$ cat src/rtl/core/suu_pkg.sv
package suu_pkg;

    // input word as it arrives on the item channel
    typedef struct packed {
        logic        operation;
        logic [7:0]  unit;
        logic [30:0] value;
        logic [4:0]  bit_count;
        logic        ack;
    } t_in_word;

    // result word, one per accepted input word
    typedef struct packed {
        logic [7:0] data_port;
        logic       data_line;
        logic       clock_line;
        logic       busy_res;
        logic       unit_done;
        logic       verify_error;
        logic [7:0] done_unit;
        logic       queued;
        logic       overflow;
    } t_out_word;

    // command kinds decided by the front
    localparam logic [1:0] CMD_TICK   = 2'd0;
    localparam logic [1:0] CMD_UPDATE = 2'd1;
    localparam logic [1:0] CMD_SKIP   = 2'd2;

    // classified command held in the queue
    typedef struct packed {
        logic [1:0]  kind;
        logic [7:0]  unit;
        logic [30:0] value;
        logic [4:0]  len;
        logic        ack;
    } t_cmd;

    // configuration write toward the back
    typedef struct packed {
        logic       valid;
        logic       index;
        logic [3:0] data;
    } t_cfg_wr;

    localparam int C_QUEUE_DEPTH = 4;

endpackage

$ cat src/rtl/core/suu_queue.sv
module suu_queue
    import suu_pkg::*;
(
    input  logic i_clk,
    input  logic i_rst_n,
    input  logic i_push,
    input  t_cmd i_cmd,
    input  logic i_pop,
    output logic o_full,
    output logic o_valid,
    output t_cmd o_cmd
);

    localparam int AW = $clog2(C_QUEUE_DEPTH);
    localparam int CW = $clog2(C_QUEUE_DEPTH + 1);

    t_cmd          r_mem [C_QUEUE_DEPTH];
    logic [AW-1:0] r_wr_ptr;
    logic [AW-1:0] r_rd_ptr;
    logic [CW-1:0] r_count;

    assign o_full  = (r_count == CW'(C_QUEUE_DEPTH));
    assign o_valid = (r_count != '0);
    assign o_cmd   = r_mem[r_rd_ptr];

    // pointers and fill count
    always_ff @(posedge i_clk) begin
        if (!i_rst_n) begin
            r_wr_ptr <= '0;
            r_rd_ptr <= '0;
            r_count  <= '0;
        end else begin
            if (i_push) begin
                r_wr_ptr <= AW'((int'(r_wr_ptr) + 1) % C_QUEUE_DEPTH);
            end
            if (i_pop) begin
                r_rd_ptr <= AW'((int'(r_rd_ptr) + 1) % C_QUEUE_DEPTH);
            end
            if (i_push && !i_pop) begin
                r_count <= r_count + CW'(1);
            end else if (!i_push && i_pop) begin
                r_count <= r_count - CW'(1);
            end
        end
    end

    // entry storage
    always_ff @(posedge i_clk) begin
        if (i_push) begin
            r_mem[r_wr_ptr] <= i_cmd;
        end
    end

endmodule

$ cat config.mk
export PLATFORM = sky130hd
export DESIGN_NAME = suu_queue
export DESIGN_NICKNAME = d
export VERILOG_FILES = /design/src/rtl/core/suu_pkg.sv /design/src/rtl/core/suu_queue.sv
export SDC_FILE = /design/constraint.sdc
export NUM_CORES = 1
export LEC_CHECK = 0
export BUFFER_PORTS_ARGS = -buffer_cell sky130_fd_sc_hd__buf_2
export CAP_MARGIN = 20
export CELL_PAD_IN_SITES_DETAIL_PLACEMENT = 0
export CELL_PAD_IN_SITES_GLOBAL_PLACEMENT = 1
export CORE_MARGIN = 4
export CORE_UTILIZATION = 35
export DETAILED_ROUTE_END_ITERATION = 6
export GPL_TIMING_DRIVEN = 0
export MAX_ROUTING_LAYER = met4
export PLACE_DENSITY = 0.62
export SKIP_CTS_REPAIR_TIMING = 1
export SLEW_MARGIN = 20
export SYNTH_ARGS = -nofsm -noshare
export SYNTH_HDL_FRONTEND = slang
export SYNTH_SLANG_ARGS = --single-unit
$ cat constraint.sdc
create_clock -name i_clk -period 2.57 [get_ports i_clk]
set_input_delay 0.257 -clock i_clk [delete_from_list [all_inputs] [get_ports i_clk]]
set_output_delay 0.257 -clock i_clk [all_outputs]
set_load 0.01 [all_outputs]
=== Yosys cells after proc, flatten, opt, wreduce, memory -nomap -nowiden ===
Memories as Yosys holds them, arrays and structs flattened. A register that Yosys moved wholly into a read port is not among the register bits.
Cells that the tools add are included.

* Register bits: 7
* Bits in latches: 0
* Memory bits (writable): 188
* ROM bits: 0
* Input port bits: 51
* Word-level logic and storage cells: 21
* Memories kept: 1

* $add $sub $neg: 4
* Multiply operators: 0
* Divide/modulo/power cells: 0
* $lt $le $gt $ge: 0
* Eq/ne operators: 1
* Shift-type cells: 0
* Mux-type cells: 6
* Bitwise gates (word level): 0
* Reduce and logical (&&, ||, !) cells: 6

{| class="wikitable"
|+ Memories
! memory !! words !! bits a word !! rd ports !! clocked after memory_dff !! write ports !! RTL line !! text
|-
| r_mem || 4 || 47 || 1 || 1 || 1 || suu_queue.sv:17 || <nowiki>t_cmd r_mem [C_QUEUE_DEPTH];</nowiki>
|}

{| class="wikitable"
|+ Operator list
! operator !! count
|-
| 2-to-1 mux 3 bit || 2
|-
| adder 2 x 1 -> 2 bit, second input constant || 2
|-
| 2-to-1 mux 2 bit || 2
|-
| adder 3 x 1 -> 3 bit, second input constant || 1
|-
| == test 3 bit, second input constant || 1
|-
| nonzero test 3 bit || 1
|-
| subtractor 3 x 1 -> 3 bit, second input constant || 1
|-
| logical AND 1 bit || 2
|-
| logical NOT 1 bit || 2
|-
| 2-to-1 mux 1 bit || 2
|-
| nonzero test 2 bit || 1
|}

=== Longest topological paths before layout ===
Gate-level depths: netlist (run 1).

* Word-level depth: 4
* Depth in mapped cells: 7
* Mapped depth without buffers: 7

=== Least setup slack after synthesis (run 1) ===
OpenSTA, ideal clock, no wires.

* Path type: reg2reg
* Start point: register r_wr_ptr[0]
* End point: memory r_mem[2][0] (netlist bit) (enable)
* Library setup time: 0.409 ns
* Arrival time: 1.666 ns
* Data required time: 2.161 ns
* Setup slack: 0.495 ns
* Cell stages (with the launch flop): 4
* Path buffers: 0
* Cell sequence: dfxtp_1 > inv_1 > ha_1 > and2_1

{| class="wikitable"
|+ RTL lines
! what !! RTL line !! text
|-
| from (decl) || suu_queue.sv:18 || <nowiki>logic [AW-1:0] r_wr_ptr;</nowiki>
|-
| from (signal assigned) || suu_queue.sv:34 || <nowiki>r_wr_ptr <= AW'((int'(r_wr_ptr) + 1) % C_QUEUE_DEPTH);</nowiki>
|-
| to (decl) || suu_queue.sv:17 ||
|}

Straight into the memory's write port.

==> results.py, run 1 <==
metrics = {
    "sta": {
        "report.final.slew_viol_count": 0,
        "period_share": 0.843,
        "max_freq_mhz": 462,
        "hold_slack_ps": 44.8,
        "finalSetupViolations": 0,
        "hold_violations": 0,
        "slew_headroom": 0.580,
        "skew_ps": 7.80,
        "worst-slew-pin-transition_ps": 630,
        "rsz0062_at_grt": "false",
        "timing.final.ws_setup_ps": 403,
        "setup_tns_ps": 0,
        "finalCriticalPeriod_ps": 2170,
    },
    "route": {
        "via_count": 3277,
        "met1_length_mm": 5.62,
        "met2_length_mm": 6.68,
        "ant_nets": 0,
        "wl_mm": 13.0,
        "vias_per_cell": 4.73,
        "wl_per_cell_um": 18.7,
        "top_layer_used": "met4",
        "route.met3.wl_um": 518,
        "drc": 0,
        "drt-initial-drc-count": 105,
        "firstDrtPassIters": 6,
    },
    "worst_hold_path": {
        "min_path_type": "input port to register",
        "min_path_cells": 1,
    },
    "power": {
        "peakVddDrop_mv": 0.422,
        "leakage_nw": 2.97,
        "p_per_area_nw_per_um2": 796,
    },
    "clock_network": {
        "clockBufferDepth": 2,
        "clock-sinks": 197,
        "clock_latency_ps": 430,
        "numCtsBuffers": 17,
        "clk_pin_slew_ps": 70,
        "htree_levels": 4,
        "cts_tree": "yes",
        "clockRootBuffer": "clkbuf_16",
    },
    "critical_path": {
        "critPathMaxFanout": 10,
        "path_cells": "buf_2, buf_2, mux4_2, buf_2",
        "cp.arrival_ps": 1910,
        "worst_setup_path_end_kind": "primary output",
        "start_kind": "register",
        "worst-path-stages": 4,
        "reg2reg_depth": 4,
        "crit_family": "buffers and inverters",
        "critPathMaxStageDelay_ps": 380,
        "cp_common_cell": "buf_2",
        "crit_slowest_cell": "mux4_2",
        "path_buf_inv": 3,
        "required_ps": 2310,
        "critPathKind": "register to primary output",
    },
    "synthesis": {
        "synth-seq-area-share": 0.803,
        "netlist_instances": 288,
        "synth.avg_cell_area_um2": 25.2,
        "yosys_warnings": 0,
        "yosys.area.top_type": "edfxtp_1",
        "syn-num-nets": 345,
        "synth_area_um2": 7250,
        "synth_seq_cells": 197,
        "yosys-top-cells-area": "edfxtp_1, mux4_2, dfxtp_1",
        "yosys.area.top_type_share": 0.778,
        "ys_types": 21,
    },
    "layout": {
        "synthToLayoutAreaGrowth_pct": 20.9,
        "diodes": 0,
        "layout.nets": 467,
        "drive_gt1_frac": 0.449,
        "final_core_util": 0.432,
    },
    "place": {
        "portBuffers": 99,
        "dp_slack_ps": 771,
        "gp_congestion": 0.674,
        "hpwl_mm": 7.86,
    },
    "die": {
        "die_x_um": 152,
        "initial_utilization": 0.357,
        "io_pins": 100,
        "fp.dieH_um": 152,
        "core_area_um2": 20300,
        "die_area_um2": 23100,
        "rows": 52,
    },
    "global_routing": {
        "antenna_found_initial": 0,
        "grt_use_total": 0.122,
        "grt_pass1_wl_mm": 20.6,
        "overflow": 0,
        "grt_pass1_vias": 3646,
        "grt_max_degree": 39,
    },
    "run_status": {
        "run_status": "complete, no violations",
    },
    "flow_run": {
        "drv_cap": 0,
    },
}
## kinds of logic (layout without fill, tap and decap cells)
| logic type | after synthesis | in the layout | synth area share |
|---|---|---|---|
| buffers and inverters | 14 | 149 | 0.0162 |
| AOI/OAI and AO/OA | 2 | 2 | 0.00172 |
| xor gates and xnor gates | 5 | 5 | 0.00604 |
| muxes | 49 | 49 | 0.149 |
| and+or+nand+nor | 15 | 15 | 0.0128 |
| DFF | 197 | 197 | 0.803 |
| adders and majority gates | 6 | 6 | 0.0114 |
## cell type report
class                   instances  area [um^2]
repair buffers                103          606
inverters                       4         15.0
clock buffers                  19          433
well taps                     270          338
plain buffers                  10          103
fillers                      1819        11500
flip-flops and latches        197         5830
clock inverters                13          130
multi-input cells              77         1320
## metrics by stage
step	instances	area, um^2	total power (W)
after floorplan	288	7250	0.00422
after global placement	657	8090	0.00451
after detailed placement	661	8210	0.00455
after CTS	693	8770	0.00710
after global routing	693	8770	0.00729
final	693	8770	0.00698
## sequential cells by signal, summed over array words and instances (netlist names), named ones only
register	cells
r_rd_ptr	2
r_mem	188
r_count	3
r_wr_ptr	2
## Yosys cell counts (all sizes together)
library cell and number:
edfxtp 188, mux4 47, and2 9, buf 9, dfxtp 9, ha 5
inv 4, xor2 3, mux2i 2, nor2b 2, or3 2, xnor2 2
a21boi 1, clkbuf 1, fa 1, nand2 1, nor3b 1, o21ai 1
## cells in the final DEF (no fill, tap or decap), types with 3 or more instances in the layout
cell       netlist  final
and2_1           9      5
clkinv_2         0      3
clkinv_1         0      3
inv_1            4      4
buf_16           0      4
dfxtp_1          9      9
edfxtp_1       188    188
xor2_1           3      3
clkbuf_16        0     17
ha_1             5      5
inv_6            0      3
clkbuf_1         1      3
and2_4           0      4
buf_12           3      3
mux4_2          47     47
buf_2            4    103
## power by group
group          switching [W]  leakage (nW)  total (W)  internal (W)
Clock                0.00110         0.278    0.00253       0.00143
Combinational       0.000377         0.891   0.000732      0.000355
Sequential         0.0000394          1.80    0.00372       0.00368
Total                0.00151          2.97    0.00698       0.00547
## worst register-to-register path, delay by kind of cell, from the launching register on
family / cells / cell delay, ps
fa+ha+maj: 1 / 440
flops: 1 / 360
simple gates: 1 / 300
compound gates: 1 / 170
xor+xnor: 1 / 180
## path summary, 6_finish.rpt
kind                            slack, ps               startpoint                       to
worst max register to register       1060  r_count[0]$_SDFFE_PN0P_  r_count[2]$_SDFFE_PN0P_
worst min register to register        520  r_count[2]$_SDFFE_PN0P_  r_count[2]$_SDFFE_PN0P_
worst min-delay path                   40                i_cmd[35]   r_mem[3][35]$_DFFE_PP_
worst max-delay path                  400                 register                 o_cmd[7]
## metal layers
| metal | vias to the layer above | global-route usage |
|---|---|---|
| met5 | - | - |
| met4 | 0 | 0.0360 |
| met1 | 1724 | 0.147 |
| met2 | 75 | 0.201 |
| met3 | 16 | 0.0356 |
| li1 | 1462 | - |
(Power assumes the default switching activity.)
==> run 2, diff against run 1 <==
--- a/config.mk
+++ b/config.mk
@@ -5,6 +5,7 @@
 export SDC_FILE = /design/constraint.sdc
 export NUM_CORES = 1
 export LEC_CHECK = 0
+export ABC_AREA = 1
 export BUFFER_PORTS_ARGS = -buffer_cell sky130_fd_sc_hd__buf_2
 export CAP_MARGIN = 20
 export CELL_PAD_IN_SITES_DETAIL_PLACEMENT = 0
@@ -14,7 +15,7 @@
 export DETAILED_ROUTE_END_ITERATION = 6
 export GPL_TIMING_DRIVEN = 0
 export MAX_ROUTING_LAYER = met4
-export PLACE_DENSITY = 0.62
+export PLACE_DENSITY = 0.66
 export SKIP_CTS_REPAIR_TIMING = 1
 export SLEW_MARGIN = 20
 export SYNTH_ARGS = -nofsm -noshare
==> constraint.sdc (replaced) <==
create_clock -name i_clk -period 1.8 [get_ports i_clk]
set_input_delay 0.18 -clock i_clk [delete_from_list [all_inputs] [get_ports i_clk]]
set_output_delay 0.18 -clock i_clk [all_outputs]
set_load 0.01 [all_outputs]
==> run 2 against run 1 <==
Net effect:
- the run now ends with setup timing left
- flip-flop and latch count did not move
- global-route usage is 3.1 points higher
- via count increased by 46%
- synthesized cell count increased by 78%
- sequential share of layout area is 9.8 points lower
- highest routed layer unchanged
==> results.py, run 2 <==
metrics = {
    "run_status": {
        "run_status": "finished, violations left",
        "violations": "setup timing",
    },
    "layout": {
        "post_layout_nonfiller_instances": 991,
        "multi_input_area_um2": 1760,
        "fillers": 1931,
        "seq_area_um2": 5830,
        "synthToLayoutAreaGrowth_pct": 31.5,
        "reg_top3": "r_mem: 188 flops, r_count: 3 flops",
        "mostFrequentLayoutCell": "edfxtp_1",
        "largest_register_ffs": 188,
        "drive_gt1_frac": 0.352,
        "top_register": "r_mem",
        "layout_common_cells": "edfxtp_1, buf_2, nor2_1",
        "layout.nets": 756,
        "fin_area_um2": 10300,
    },
    "sta": {
        "skew_ps": 8.88,
        "slew_headroom": 0.722,
        "hold_violations": 0,
        "report.final.slew_viol_count": 0,
        "period_share": 1.05,
        "rsz0062_at_grt": "true",
        "worst-slew-pin-transition_ps": 416,
        "max_freq_mhz": 527,
        "finalCriticalPeriod_ps": 1900,
        "finalSetupViolations": 47,
        "timing.final.ws_setup_ps": -96.4,
    },
    "critical_path": {
        "cp.arrival_ps": 1720,
        "start_kind": "register",
        "critPathMaxFanout": 10,
        "path_buf_inv": 5,
        "cp_common_cell": "buf_12",
        "timing.rr.end": "r_mem[1][43]$_DFFE_PP_",
        "critPathKind": "register to primary output",
        "path_cells": "buf_12, inv_8, buf_12, buf_16, nor2_4, o22ai_2, buf_2",
        "critPathMaxStageDelay_ps": 380,
        "worstReg2RegStart": "r_wr_ptr[1]$_SDFFE_PN0P_",
        "crit_family": "buffers and inverters",
        "reg2reg_depth": 5,
        "required_ps": 1620,
        "worst_setup_path_end_kind": "primary output",
        "crit_slowest_cell": "dfxtp_4",
        "rrSetupSlack_ps": 120,
    },
    "synthesis": {
        "yosys-top-cells-area": "edfxtp_1, o21ai_0, o22ai_2",
        "synth-xor-area-share": 0,
        "async_flop_share": 0,
        "synth_mux_area_frac": 0,
        "synth-seq-area-share": 0.745,
        "synth_top_family_by_area": "compound AO/OA/AOI/OAI gates",
        "ys_types": 23,
        "yosys.area_share.simple": 0.0808,
        "synth_edf_count": 188,
        "synth_flop_cell": "edfxtp_1",
        "synth_area_um2": 7820,
        "synth_most_common_cell": "edfxtp_1",
        "yosys.area.top_type_share": 0.722,
        "synth_compound_area_frac": 0.127,
        "synth.top_cells.by_count": "edfxtp_1, o21ai_0, nor2_1",
        "synth_seq_cells": 197,
        "syn-num-nets": 571,
        "yosys.area.top_type": "edfxtp_1",
        "yosys_warnings": 0,
        "netlist_instances": 514,
        "synthAdderAreaFrac": 0.0106,
        "synth.avg_cell_area_um2": 15.2,
    },
    "global_routing": {
        "grt_pass1_wl_mm": 27.4,
        "grt_max_degree": 23,
        "grt_pass1_vias": 4959,
        "antenna_found_initial": 1,
        "overflow": 0,
        "grt_use_total": 0.153,
    },
    "place": {
        "gp_congestion": 0.749,
        "hpwl_mm": 11.7,
        "placed_area_um2": 8870,
        "placedCellCount": 901,
        "portBuffers": 99,
    },
    "die": {
        "die_area_um2": 24800,
        "initial_utilization": 0.357,
        "fp.dieH_um": 158,
        "io_pins": 100,
        "die_x_um": 158,
        "rows": 54,
        "core_area_um2": 21900,
    },
    "route": {
        "wl_mm": 18.8,
        "firstDrtPassIters": 5,
        "drc": 0,
        "wl_per_cell_um": 19.0,
        "vias_per_cell": 4.84,
        "ant_nets": 0,
        "drt-initial-drc-count": 252,
        "via_count": 4800,
    },
    "power": {
        "leakage_nw": 3.67,
        "p_per_area_nw_per_um2": 988,
        "peakVddDrop_mv": 0.697,
        "power.total_w": 0.0102,
    },
    "clock_network": {
        "clockBufferDepth": 2,
        "cts_tree": "yes",
        "clk_pin_slew_ps": 70,
        "numCtsBuffers": 17,
        "htree_levels": 4,
        "clock-sinks": 197,
        "clockRootBuffer": "clkbuf_16",
        "clock_latency_ps": 420,
    },
    "worst_hold_path": {
        "min_path_cells": 3,
        "min_path_type": "input port to register",
        "holdCritStartpoint": "i_rst_n",
        "whs_endpoint": "r_count[2]$_SDFFE_PN0P_",
    },
    "flow_run": {
        "drv_cap": 0,
    },
}
==> run 2: cell count changes after synthesis, sizes merged, moves of 3 or more <==
cell / delta
nor2: +100
o21ai: +99
mux4: -47
o22ai: +47
inv: +13
buf: +11
and2: -9
clkbuf: +9
nand2: +9
a21oi: +4
xor2: -3
==> run 2: cell type report <==
| type | count | share of cell area |
|---|---|---|
| sequential | 197 | 0.567 |
| multi-input combinational | 270 | 0.171 |
| timing repair buffer | 166 | 0.136 |
| clock buffer | 18 | 0.0417 |
| tap | 280 | 0.0341 |
| buffer | 30 | 0.0321 |
| clock inverter | 12 | 0.0102 |
| inverter | 17 | 0.00839 |
| antenna | 1 | 0.000243 |
==> run 2: routing by layer <==
metal,global-route usage,vias to the layer above,routed length (um)
met5,-,-,0
met4,0.0393,0,68
met3,0.0454,6,793
met2,0.248,127,9770
met1,0.189,2377,8150
li1,-,2290,-
==> run 2: how the worst max path moves through the flow <==
stage	startpoint	endpoint	slack, ps	depth (start not counted)
CTS	register	o_cmd[13]	-630	6
global placement	r_wr_ptr[0]$_SDFFE_PN0P_	r_mem[0][7]$_DFFE_PP_	-680	4
floorplan	r_wr_ptr[0]$_SDFFE_PN0P_	r_mem[0][0]$_DFFE_PP_	50	4
global route	register	o_cmd[25]	-190	7
finish	register	o_cmd[12]	-100	7
detailed placement	register	o_cmd[13]	-110	6
==> run 2: stage by stage <==
stage | setup TNS, ps | hold WS, ps | utilization | setup WS, ps
2_1_floorplan | 0 | 279 | - | 51.3
3_3_place_gp | -119910 | 389 | 0.397 | -679
3_5_place_dp | -494 | 396 | 0.405 | -110
4_1_cts | -18300 | -52.0 | 0.429 | -625
5_1_grt | -7530 | 32.1 | 0.470 | -193
6_report | -2970 | 51.6 | 0.470 | -96.4
==> run 2: cell families (layout without fill, tap and decap cells) <==
family          after synthesis  count (layout)
other cells                   0               1
simple gates                113             113
compound gates              151             151
buf+inv                      47             243
fa+ha+maj                     6               6
flops                       197             197
==> run 2: power by group <==
part	switching, W	internal, W	leakage, nW
logic	0.000780	0.000625	1.60
registers	0.0000606	0.00523	1.80
clock network	0.00158	0.00189	0.264
total	0.00242	0.00775	3.67
==> run 2: worst reg2reg max path: cells and delay by family (launching register included) <==
kind	cells	cell delay [ps]
buf+inv	3	770
flops	1	350
fa+ha+maj	1	180
simple gates	1	110
